$ cat src/hw/rtl/lotg_pkg.sv
`default_nettype none

package lotg_pkg;

    localparam int REPORT_SLOTS_DEF = 64;
    localparam int GRID_X_CELLS_DEF = 2048;
    localparam int GRID_Y_CELLS_DEF = 512;
    localparam int CELL_CM_DEF      = 10;

    localparam int WORD_W     = 64;
    localparam int BITPOS_W   = 6;
    localparam int DIV_W      = 17;
    localparam int WIDE_W     = 24;
    localparam int RAD_W      = 9;
    localparam int DX_W       = 10;
    localparam int R2_W       = 18;
    localparam int ROOT_W     = 9;
    localparam int COUNT_W    = 7;
    localparam int SIZE_W     = 13;
    localparam int SLOT_W     = 6;
    // smallest offset that keeps every biased divider numerator non-negative
    localparam int OFF_SPAN   = 33279;

    localparam int CFG_IDX_W  = 4;
    localparam int CFG_DATA_W = 14;

    localparam logic signed [12:0] ZONE_X_MIN_RST  = -13'sd2000;
    localparam logic [13:0]        ZONE_X_MAX_RST  = 14'd10000;
    localparam logic [11:0]        ZONE_Y_HALF_RST = 12'd2000;
    localparam logic [9:0]         VEH_LEN_RST     = 10'd400;
    localparam logic [8:0]         VEH_HW_RST      = 9'd100;
    localparam logic [8:0]         RADAR_R_RST     = 9'd50;
    localparam logic [8:0]         LIDAR_R_RST     = 9'd50;
    localparam logic [12:0]        DIM_LIMIT_RST   = 13'd300;

    typedef enum logic [CFG_IDX_W-1:0] {
        REG_ZONE_X_MIN      = 4'd0,
        REG_ZONE_X_MAX      = 4'd1,
        REG_ZONE_Y_HALF     = 4'd2,
        REG_VEHICLE_LENGTH  = 4'd3,
        REG_VEHICLE_HALF_W  = 4'd4,
        REG_RADAR_RADIUS    = 4'd5,
        REG_LIDAR_RADIUS    = 4'd6,
        REG_DIM_LIMIT       = 4'd7
    } t_reg_idx;

    typedef enum logic [1:0] {
        OP_POINT  = 2'd0,
        OP_RADAR  = 2'd1,
        OP_LIDAR  = 2'd2,
        OP_UNUSED = 2'd3
    } t_op;

    typedef enum logic [3:0] {
        ST_CLEAR,
        ST_IDLE,
        ST_PT_DIV,
        ST_PT_ADR,
        ST_PT_RD,
        ST_PT_WR,
        ST_G_SETUP,
        ST_G_BOUND,
        ST_ROW_DX,
        ST_ROW_SQ,
        ST_ROW_SQRT,
        ST_ROW_BND,
        ST_ROW_ADR,
        ST_SCAN_RD,
        ST_SCAN_CHK,
        ST_RESULT
    } t_state;

    typedef struct packed {
        logic [1:0]          operation;
        logic signed [15:0]  pos_x;
        logic signed [15:0]  pos_y;
        logic [SIZE_W-1:0]   size_x;
        logic [SIZE_W-1:0]   size_y;
        logic                frame_end;
    } t_in_item;

    typedef struct packed {
        logic                accepted;
        logic [SLOT_W-1:0]   slot;
        logic [SIZE_W-1:0]   size_x_out;
        logic [SIZE_W-1:0]   size_y_out;
        logic [COUNT_W-1:0]  accepted_count;
        logic                last_of_frame;
    } t_out_item;

endpackage

`default_nettype wire

$ cat src/hw/rtl/lotg_cdiv.sv
`default_nettype none

module lotg_cdiv
    import lotg_pkg::*;
#(
    parameter int DIVISOR = CELL_CM_DEF
) (
    input  wire logic [DIV_W-1:0] i_num,
    output logic      [DIV_W-1:0] o_quo
);

    // reciprocal rounded up, wide enough to be exact for every numerator
    localparam int SHIFT = DIV_W + $clog2(DIVISOR);
    localparam int PROD_W = DIV_W + SHIFT + 1;
    localparam longint unsigned RECIP = ((64'd1 << SHIFT) + DIVISOR - 1) / DIVISOR;

    logic [PROD_W-1:0] prod;

    assign prod  = PROD_W'(i_num) * PROD_W'(RECIP);
    assign o_quo = prod[SHIFT +: DIV_W];

endmodule

`default_nettype wire

$ cat config.mk
export PLATFORM = sky130hd
export DESIGN_NAME = lotg_cdiv
export DESIGN_NICKNAME = d
export VERILOG_FILES = /design/src/hw/rtl/lotg_pkg.sv /design/src/hw/rtl/lotg_cdiv.sv
export SDC_FILE = /design/constraint.sdc
export NUM_CORES = 1
export LEC_CHECK = 0
export BUFFER_PORTS_ARGS = -buffer_cell sky130_fd_sc_hd__buf_2
export CORE_MARGIN = 5
export CORE_UTILIZATION = 42
export DETAILED_ROUTE_END_ITERATION = 6
export PLACE_DENSITY = 0.65
export SYNTH_ARGS = -nofsm -noshare
export SYNTH_HDL_FRONTEND = slang
export SYNTH_SLANG_ARGS = --single-unit
$ cat constraint.sdc
create_clock -name vclk -period 10.8
set_input_delay 0.54 -clock vclk [all_inputs]
set_output_delay 0.54 -clock vclk [all_outputs]
set_load 0.02 [all_outputs]
==> results_tabular.tex <==
\begin{tabular}{lr}
\hline
Metric & Value \\
\hline
\multicolumn{2}{l}{\textbf{Timing}} \\
Final Max Tran Viols & 0 \\
Worst Max-Slew Pin Slew & 0.694 ns \\
Min cycle time layout & 6.53 ns \\
Final setup viols & 0 \\
Worst-case headroom to the max-slew limit & 52.6\% \\
Hold Vio Cnt, Final & 0 \\
Top achievable clock speed & 153 MHz \\
Setup TNS & 0 ns \\
RSZ-0062 raised after global routing & no \\
Part of the cycle the worst path needs & 60.5\% \\
\multicolumn{2}{l}{\textbf{Min path}} \\
Worst Hold Class & in2out \\
Hold depth & 7 \\
Worst min-delay path startpoint & i\_num[2] \\
\multicolumn{2}{l}{\textbf{Floorplan}} \\
Area of the die & 13800 sq um \\
Placeable core region & 11400 sq um \\
Die W & 117 um \\
Starting density of the core & 42.6\% \\
Count of pins on the block boundary & 34 \\
Std cell rows & 39 \\
Die height & 117 um \\
\multicolumn{2}{l}{\textbf{Synthesis}} \\
Netlist area before placement & 4850 sq um \\
Post-synthesis cell type count & 43 \\
Post-synthesis instance total & 506 \\
Post-synthesis average cell area & 9.58 sq um \\
Part of the Yosys area used for sequential elements & 0\% \\
Yosys warning total & 0 \\
\multicolumn{2}{l}{\textbf{Worst setup path}} \\
Maximum fanout encountered on the critical timing path & 5 \\
Critical Path Source Type & primary input \\
Logic depth of the worst path, buffers included & 20 \\
Highest-delay cell along the critical path & fa\_1 \\
Critical path startpoint & i\_num[3] \\
Worst Setup Path Type & in2out \\
CP arrival & 5.99 ns \\
Most used cell, CP & fa\_1 \\
Kind of cell adding the most delay to the critical path & adder cells \\
CP endpoint kind & output pin \\
Worst Path Required & 10.26 ns \\
CP max stage delay & 0.55 ns \\
Chain of cells forming the critical path & buf\_2 > ha\_1 > inv\_1 > fa\_1 > inv\_1 > fa\_1 > fa\_1 > inv\_1 > fa\_1 > fa\_1 > inv\_1 > ha\_1 > nand4\_1 > nor2\_1 > a311o\_1 > o2111ai\_4 > a211oi\_2 > or4b\_1 > o311ai\_1 > buf\_2 \\
Combined buffer and inverter count along the critical path & 6 \\
\multicolumn{2}{l}{\textbf{Outcome}} \\
Status & finished clean \\
\multicolumn{2}{l}{\textbf{Layout}} \\
Sequential cell area & 0 sq um \\
Clock buffers & 0 \\
Number of filler cells placed in the layout & 1120 \\
Most common cell after layout, fill and taps aside & inv\_1 \\
Post-synthesis to final-layout area growth & 6.35\% \\
Post-layout nets & 774 \\
Commonest cells after routing, fill and taps aside & inv\_1, ha\_1, fa\_1 \\
Sequential cell count of the final layout & 0 \\
Diodes inserted & 0 \\
Fraction of layout instances using a drive strength above 1 & 7.13\% \\
\multicolumn{2}{l}{\textbf{Global route}} \\
Vias in the first global route & 3655 \\
GRT Residual Overflow & 0 \\
Number of antenna violations at the first check in global routing & 0 \\
Wire length of the first global-routing pass & 17400 um \\
Maximum number of pins on one net before global-route repair & 9 \\
Aggregate global-route resource usage & 15.0\% \\
\multicolumn{2}{l}{\textbf{Place}} \\
Estimated wirelength of the detail-placed design & 9770 um \\
Buffers added on ports & 31 \\
Placer congestion estimate & 0.926 \\
\multicolumn{2}{l}{\textbf{Clocking}} \\
Cells resized by post-CTS repair & 0 \\
Post-CTS setup-driven buffer insertion count & 0 \\
Number of buffers inserted for hold repair after clock tree synthesis & 0 \\
\multicolumn{2}{l}{\textbf{Detailed routing}} \\
Via Count & 3381 \\
Initial DRC Count & 120 \\
Mean number of vias per cell & 5.00 \\
Routed len/inst & 15.1 um \\
Total DRC errors in the routed layout & 0 \\
Post-detailed-routing wire length & 10200 um \\
Number of nets still failing antenna checks after routing & 0 \\
Number of optimization iterations in the first detailed-route pass & 4 \\
\multicolumn{2}{l}{\textbf{Run}} \\
MaxCap Viol Count & 0 \\
\hline
\end{tabular}
[per-stage QoR]
step / hold slack, ns / setup slack (ns) / cells / util, % / cell area [sq um]
floorplan: 1.72 / 4.73 / 508 / - / 4850
global placement: 2.02 / 4.33 / 676 / 45.3 / 5150
detailed placement: 2.03 / 4.26 / 676 / 45.3 / 5150
CTS: 2.03 / 4.24 / 676 / 45.3 / 5150
global route: 2.11 / 4.02 / 676 / 45.3 / 5150
finish: 2.02 / 4.27 / 676 / 45.3 / 5150
[cells by family (layout without fill, tap and decap cells)]
kind of cell | after synthesis | after routing | share of synthesized area (%)
adders and majority gates | 222 | 222 | 70.8
and+or+nand+nor | 49 | 49 | 5.03
AOI/OAI and AO/OA | 52 | 52 | 7.77
other | 1 | 3 | 0.0774
buffers and inverters | 163 | 188 | 12.9
muxes | 2 | 2 | 0.413
xor gates and xnor gates | 17 | 17 | 3.07
[area by class of cell]
cell class | count | area [sq um] | area share [%]
multi-input combinational | 345 | 4230 | 82.1
tap | 143 | 179 | 3.47
timing repair buffer | 31 | 155 | 3.01
inverter | 157 | 589 | 11.4
[cell usage after synthesis, types with 3 or more instances]
cell,number,area (sq um)
nand2_1,11,41.3
clkbuf_1,3,11.3
nor3_1,3,15.0
buf_4,3,22.5
inv_1,156,586
nand3_1,6,30.0
xor2_1,8,70.1
ha_1,135,1690
fa_1,87,1740
nand4_1,5,31.3
a21oi_1,16,80.1
o21ai_1,5,25.0
a21o_1,9,67.6
nor2_1,14,52.6
xnor2_1,9,78.8
[routing by layer]
layer  up-vias  global-route usage, %  share of wire (%)
met3         6                  0.385                2.5
li1       1650                      -                  -
met4         0                   1.96                1.6
met5         -                      0                  0
met1      1667                   20.3                 44
met2        58                   27.5                 52
[worst paths after layout]
check	end	slack, ns
worst max-delay path	o_quo[9]	4.27
worst min-delay path	o_quo[0]	2.02
Power is not shown: default switching activity piles up to over one toggle a cycle in this logic, so the estimate is an artifact.
