==> src/hw/rtl/lotg_pkg.sv <==
`default_nettype none

package lotg_pkg;

    localparam int REPORT_SLOTS_DEF = 64;
    localparam int GRID_X_CELLS_DEF = 2048;
    localparam int GRID_Y_CELLS_DEF = 512;
    localparam int CELL_CM_DEF      = 10;

    localparam int WORD_W     = 64;
    localparam int BITPOS_W   = 6;
    localparam int DIV_W      = 17;
    localparam int WIDE_W     = 24;
    localparam int RAD_W      = 9;
    localparam int DX_W       = 10;
    localparam int R2_W       = 18;
    localparam int ROOT_W     = 9;
    localparam int COUNT_W    = 7;
    localparam int SIZE_W     = 13;
    localparam int SLOT_W     = 6;
    // smallest offset that keeps every biased divider numerator non-negative
    localparam int OFF_SPAN   = 33279;

    localparam int CFG_IDX_W  = 4;
    localparam int CFG_DATA_W = 14;

    localparam logic signed [12:0] ZONE_X_MIN_RST  = -13'sd2000;
    localparam logic [13:0]        ZONE_X_MAX_RST  = 14'd10000;
    localparam logic [11:0]        ZONE_Y_HALF_RST = 12'd2000;
    localparam logic [9:0]         VEH_LEN_RST     = 10'd400;
    localparam logic [8:0]         VEH_HW_RST      = 9'd100;
    localparam logic [8:0]         RADAR_R_RST     = 9'd50;
    localparam logic [8:0]         LIDAR_R_RST     = 9'd50;
    localparam logic [12:0]        DIM_LIMIT_RST   = 13'd300;

    typedef enum logic [CFG_IDX_W-1:0] {
        REG_ZONE_X_MIN      = 4'd0,
        REG_ZONE_X_MAX      = 4'd1,
        REG_ZONE_Y_HALF     = 4'd2,
        REG_VEHICLE_LENGTH  = 4'd3,
        REG_VEHICLE_HALF_W  = 4'd4,
        REG_RADAR_RADIUS    = 4'd5,
        REG_LIDAR_RADIUS    = 4'd6,
        REG_DIM_LIMIT       = 4'd7
    } t_reg_idx;

    typedef enum logic [1:0] {
        OP_POINT  = 2'd0,
        OP_RADAR  = 2'd1,
        OP_LIDAR  = 2'd2,
        OP_UNUSED = 2'd3
    } t_op;

    typedef enum logic [3:0] {
        ST_CLEAR,
        ST_IDLE,
        ST_PT_DIV,
        ST_PT_ADR,
        ST_PT_RD,
        ST_PT_WR,
        ST_G_SETUP,
        ST_G_BOUND,
        ST_ROW_DX,
        ST_ROW_SQ,
        ST_ROW_SQRT,
        ST_ROW_BND,
        ST_ROW_ADR,
        ST_SCAN_RD,
        ST_SCAN_CHK,
        ST_RESULT
    } t_state;

    typedef struct packed {
        logic [1:0]          operation;
        logic signed [15:0]  pos_x;
        logic signed [15:0]  pos_y;
        logic [SIZE_W-1:0]   size_x;
        logic [SIZE_W-1:0]   size_y;
        logic                frame_end;
    } t_in_item;

    typedef struct packed {
        logic                accepted;
        logic [SLOT_W-1:0]   slot;
        logic [SIZE_W-1:0]   size_x_out;
        logic [SIZE_W-1:0]   size_y_out;
        logic [COUNT_W-1:0]  accepted_count;
        logic                last_of_frame;
    } t_out_item;

endpackage

`default_nettype wire

==> src/hw/rtl/lotg_isqrt.sv <==
`default_nettype none

module lotg_isqrt
    import lotg_pkg::*;
(
    input  wire logic              i_clk,
    input  wire logic              i_rst_n,
    input  wire logic              i_start,
    input  wire logic [R2_W-1:0]   i_radicand,
    output logic                   o_done,
    output logic      [ROOT_W-1:0] o_root
);

    localparam int CNT_W = $clog2(ROOT_W + 1);
    localparam logic [R2_W:0] BIT_START = (R2_W + 1)'(1) << (2 * (ROOT_W - 1));

    logic [R2_W:0]  r_x, r_res, r_bit;
    logic [CNT_W-1:0] r_cnt;
    logic           r_busy, r_done;
    logic [R2_W:0]  trial;
    logic           ge;

    assign trial = r_res + r_bit;
    assign ge    = r_x >= trial;

    always_ff @(posedge i_clk) begin
        if (!i_rst_n) begin
            r_busy <= 1'b0;
            r_done <= 1'b0;
            r_cnt  <= '0;
        end else if (i_start) begin
            r_busy <= 1'b1;
            r_done <= 1'b0;
            r_cnt  <= CNT_W'(ROOT_W);
        end else if (r_busy) begin
            r_cnt <= r_cnt - 1'b1;
            if (r_cnt == CNT_W'(1)) begin
                r_busy <= 1'b0;
                r_done <= 1'b1;
            end
        end else begin
            r_done <= 1'b0;
        end
    end

    // one result bit per cycle, restoring digit recurrence
    always_ff @(posedge i_clk) begin
        if (i_start) begin
            r_x   <= (R2_W + 1)'(i_radicand);
            r_res <= '0;
            r_bit <= BIT_START;
        end else if (r_busy) begin
            if (ge) begin
                r_x   <= r_x - trial;
                r_res <= (r_res >> 1) + r_bit;
            end else begin
                r_res <= r_res >> 1;
            end
            r_bit <= r_bit >> 2;
        end
    end

    assign o_done = r_done;
    assign o_root = r_res[ROOT_W-1:0];

endmodule

`default_nettype wire

==> config.mk <==
export PLATFORM = sky130hd
export DESIGN_NAME = lotg_isqrt
export DESIGN_NICKNAME = d
export VERILOG_FILES = /design/src/hw/rtl/lotg_pkg.sv /design/src/hw/rtl/lotg_isqrt.sv
export SDC_FILE = /design/constraint.sdc
export NUM_CORES = 1
export LEC_CHECK = 0
export BUFFER_PORTS_ARGS = -buffer_cell sky130_fd_sc_hd__buf_2
export CELL_PAD_IN_SITES_DETAIL_PLACEMENT = 1
export CELL_PAD_IN_SITES_GLOBAL_PLACEMENT = 1
export CORE_MARGIN = 2
export CORE_UTILIZATION = 43
export CTS_CLUSTER_SIZE = 28
export DETAILED_ROUTE_END_ITERATION = 7
export MAX_ROUTING_LAYER = met4
export PLACE_DENSITY_LB_ADDON = 0.12
export SLEW_MARGIN = 20
export SYNTH_ARGS = -nofsm -noshare
export SYNTH_HDL_FRONTEND = slang
export SYNTH_SLANG_ARGS = --single-unit
==> constraint.sdc <==
create_clock -name i_clk -period 4.15 [get_ports i_clk]
set_input_delay 0.83 -clock i_clk [delete_from_list [all_inputs] [get_ports i_clk]]
set_output_delay 0.83 -clock i_clk [all_outputs]
set_load 0.05 [all_outputs]
==> results.py <==
metrics = {
    "synthesis": {
        "ys.flop_type": "dfxtp_1",
        "yosys-mux-area-fraction_pct": 4.82,
        "ys_warn_count": 0,
        "ys_ff_latch": 53,
        "syn_nets": 536,
        "synthTopCellsByArea": "dfxtp_1 (17%), edfxtp_1 (13%), ha_1 (12%), xor2_1 (6.2%), nand2_1 (4.1%)",
        "synth_top_family_by_area": "compound AO/OA/AOI/OAI gates",
        "synth.most_common_cell": "nand2_1",
        "synth_top_cell_by_area": "dfxtp_1",
        "synthesis.area_per_instance_um2": 8.94,
        "synth-edff-count": 18,
        "synth.distinct_cells": 60,
        "synth_xor_area_share_pct": 9.94,
        "syn_area_um2": 4230,
        "synth-compound-area-share_pct": 22.8,
        "yosys.area_share.adder_pct": 12.6,
        "ys_top_cells_by_count": "nand2_1 (46), nor2_1 (44), ha_1 (41)",
        "ys_seq_area_share_pct": 29.3,
        "netlist.area_leader.share_pct": 16.6,
        "synthCells": 473,
        "async_reset_ff_share_pct": 0,
        "synthSimpleGateAreaFrac_pct": 15.4,
    },
    "setup_path": {
        "r2r_end": "r_res[6]",
        "reg2reg_from": "r_bit[2]",
        "startpoint": "r_bit[2]",
        "cp_max_fo": 16,
        "rrSetupSlack_ns": 0.21,
        "cp.required_ns": 4.35,
        "criticalPathCategory": "flip-flop to flip-flop",
        "arrival_ns": 4.14,
        "reg2reg_depth": 17,
        "cp-start-kind": "flip-flop",
        "endpoint": "r_res[6]",
        "crit_path_end_kind": "flip-flop",
    },
    "timing": {
        "layout_setup_ws_ns": 0.206,
        "finalSetupViolCount": 0,
        "finalSetupTns_ns": 0,
        "max_freq_mhz": 254,
        "min_period_ns": 3.94,
        "skew_ns": 0.0102,
        "slew_viol_final": 0,
        "hold_violations": 0,
        "relSlewSlack_pct": 60.3,
        "hold_slack_ns": 0.501,
        "worst_pin_slew_ns": 0.591,
        "finalCritPeriodShare_pct": 95.0,
    },
    "grt": {
        "grt_pass1_wl_um": 18600,
        "grt_pass1_vias": 3854,
        "grt_start_max_net_pins": 47,
        "antenna_found_initial": 0,
        "grt-ovfl-total": 0,
        "grt_usage_pct": 22.8,
    },
    "power": {
        "peakVddDrop_v": 0.000421,
        "power_density_nw_per_um2": 720,
        "power_mw": 3.46,
        "p_leak_nw": 1.95,
    },
    "layout": {
        "drive_above_1_share_pct": 21.8,
        "nets": 575,
        "final_core_util_pct": 49.9,
        "fillers": 1152,
        "regArea_um2": 1240,
        "multi_input_area_um2": 2860,
        "insertedDiodeCount": 0,
        "syn2layout_area_growth_pct": 13.7,
    },
    "place": {
        "dp_hpwl_um": 8350,
        "gp_congestion": 0.851,
        "post-place-ws_ns": -0.0652,
        "io_buffers": 30,
    },
    "clock_network": {
        "clk_latency_ns": 0.32,
        "cts_buffer_depth": 2,
        "cts_root_buffer": "clkbuf_8",
        "htreeDepth": 2,
        "tritoncts": "done",
        "cts.sinks": 53,
        "clkTransAtPathRegs_ns": 0.11,
        "cts_buffers": 5,
    },
    "flow_run": {
        "drv_cap": 0,
    },
    "detailed_routing": {
        "drt_iter0_markers": 93,
        "ant_nets": 0,
        "viasPerCell": 5.52,
        "avgRoutedWirePerCell_um": 16.9,
        "drc": 0,
        "first_pass_iters": 4,
        "wl_um": 10900,
        "num_vias": 3566,
    },
    "die": {
        "rows": 36,
        "die_h_um": 103,
        "die_w_um": 103,
        "io_pins": 31,
        "dieArea_um2": 10600,
        "start_util_pct": 43.9,
        "core_um2": 9640,
    },
    "min_path": {
        "hold_path_class": "flip-flop to flip-flop",
        "hold_path_depth": 2,
    },
    "status": {
        "status": "finished, final reports clean",
    },
}
[area by class of cell]
cell class,instances,share of cell area (%)
repair buffers,61,8.30
flip-flops and latches,53,25.9
well taps,133,3.46
clock buffers,5,1.43
multi-input cells,378,59.5
clock inverters,3,0.416
inverters,13,1.01
[critical path, cell delays in order, from the launching register on]
cell,delay [ns]
dfxtp_2,0.39
ha_4,0.22
a31oi_1,0.23
o21bai_1,0.11
a31o_2,0.28
a31oi_1,0.22
nor2_1,0.06
o21ai_1,0.16
xor2_1,0.26
ha_2,0.39
a21o_1,0.22
a21o_1,0.19
a22oi_2,0.19
nand4_4,0.17
nand2_8,0.18
buf_4,0.14
nor3_1,0.04
a2111oi_1,0.35
[worst min path at each step]
stage / start / end / slack [ns]
after floorplan: r_x[18] / r_x[18] / 0.45
after global placement: r_x[18] / r_x[18] / 0.46
after detailed placement: r_res[18] / r_res[18] / 0.49
after CTS: r_res[18] / r_res[18] / 0.51
after global routing: r_res[18] / r_res[18] / 0.52
final: r_res[18] / r_res[18] / 0.50
[sequential cells by signal, summed over array words and instances (netlist names)]
name,flops
r_bit,9
r_busy,1
r_x,19
r_cnt,4
o_done,1
r_res,19
[where the power goes]
| part | total, mW | internal (mW) | switching, mW |
|---|---|---|---|
| clock network | 0.318 | 0.121 | 0.197 |
| logic | 2.33 | 0.977 | 1.36 |
| registers | 0.811 | 0.716 | 0.0945 |
[kinds of logic after synthesis]
kind of cell    Yosys count
mux                      20
fa+ha+maj                42
flops                    53
buf+inv                  42
compound gates          133
simple gates            135
xor+xnor                 48
[layout by cell type, fill, tap and decap left out, types with 5 or more instances in the layout]
master / n
a21o_1: 9
nor3_1: 9
nand2b_1: 5
inv_1: 12
edfxtp_1: 18
o21ai_0: 22
xor2_1: 30
a211oi_1: 10
mux2i_1: 17
nor2b_1: 8
ha_1: 39
buf_4: 29
a21oi_1: 25
clkbuf_8: 5
dfxtp_1: 32
o21bai_1: 7
nand3_2: 5
o21ai_1: 5
buf_2: 30
a31oi_1: 10
nand2_1: 46
xnor2_1: 18
nor2_1: 43
[metrics by stage]
| step | instance area, µm² | std cells |
|---|---|---|
| 2_1_floorplan | 4240 | 473 |
| 3_3_place_gp | 4600 | 634 |
| 3_5_place_dp | 4600 | 634 |
| 4_1_cts | 4730 | 644 |
| 5_1_grt | 4810 | 646 |
| 6_report | 4810 | 646 |
[per-layer routing]
layer	part of all wire, %	up-vias	GRT usage (%)
li1	-	1787	-
met1	46	1720	28.0
met2	50	39	39.3
met3	1.6	20	2.76
met4	2.0	0	6.58
met5	0	-	-
[what timing repair did]
item / in CTS / in global routing
hold buffers: 0 / 0
resized for setup: 3 / 14
pin swaps: 2 / 4
setup endpoints to repair: 20 / 40
setup buffers: 2 / 2
Power figures use the tool's default switching activity.
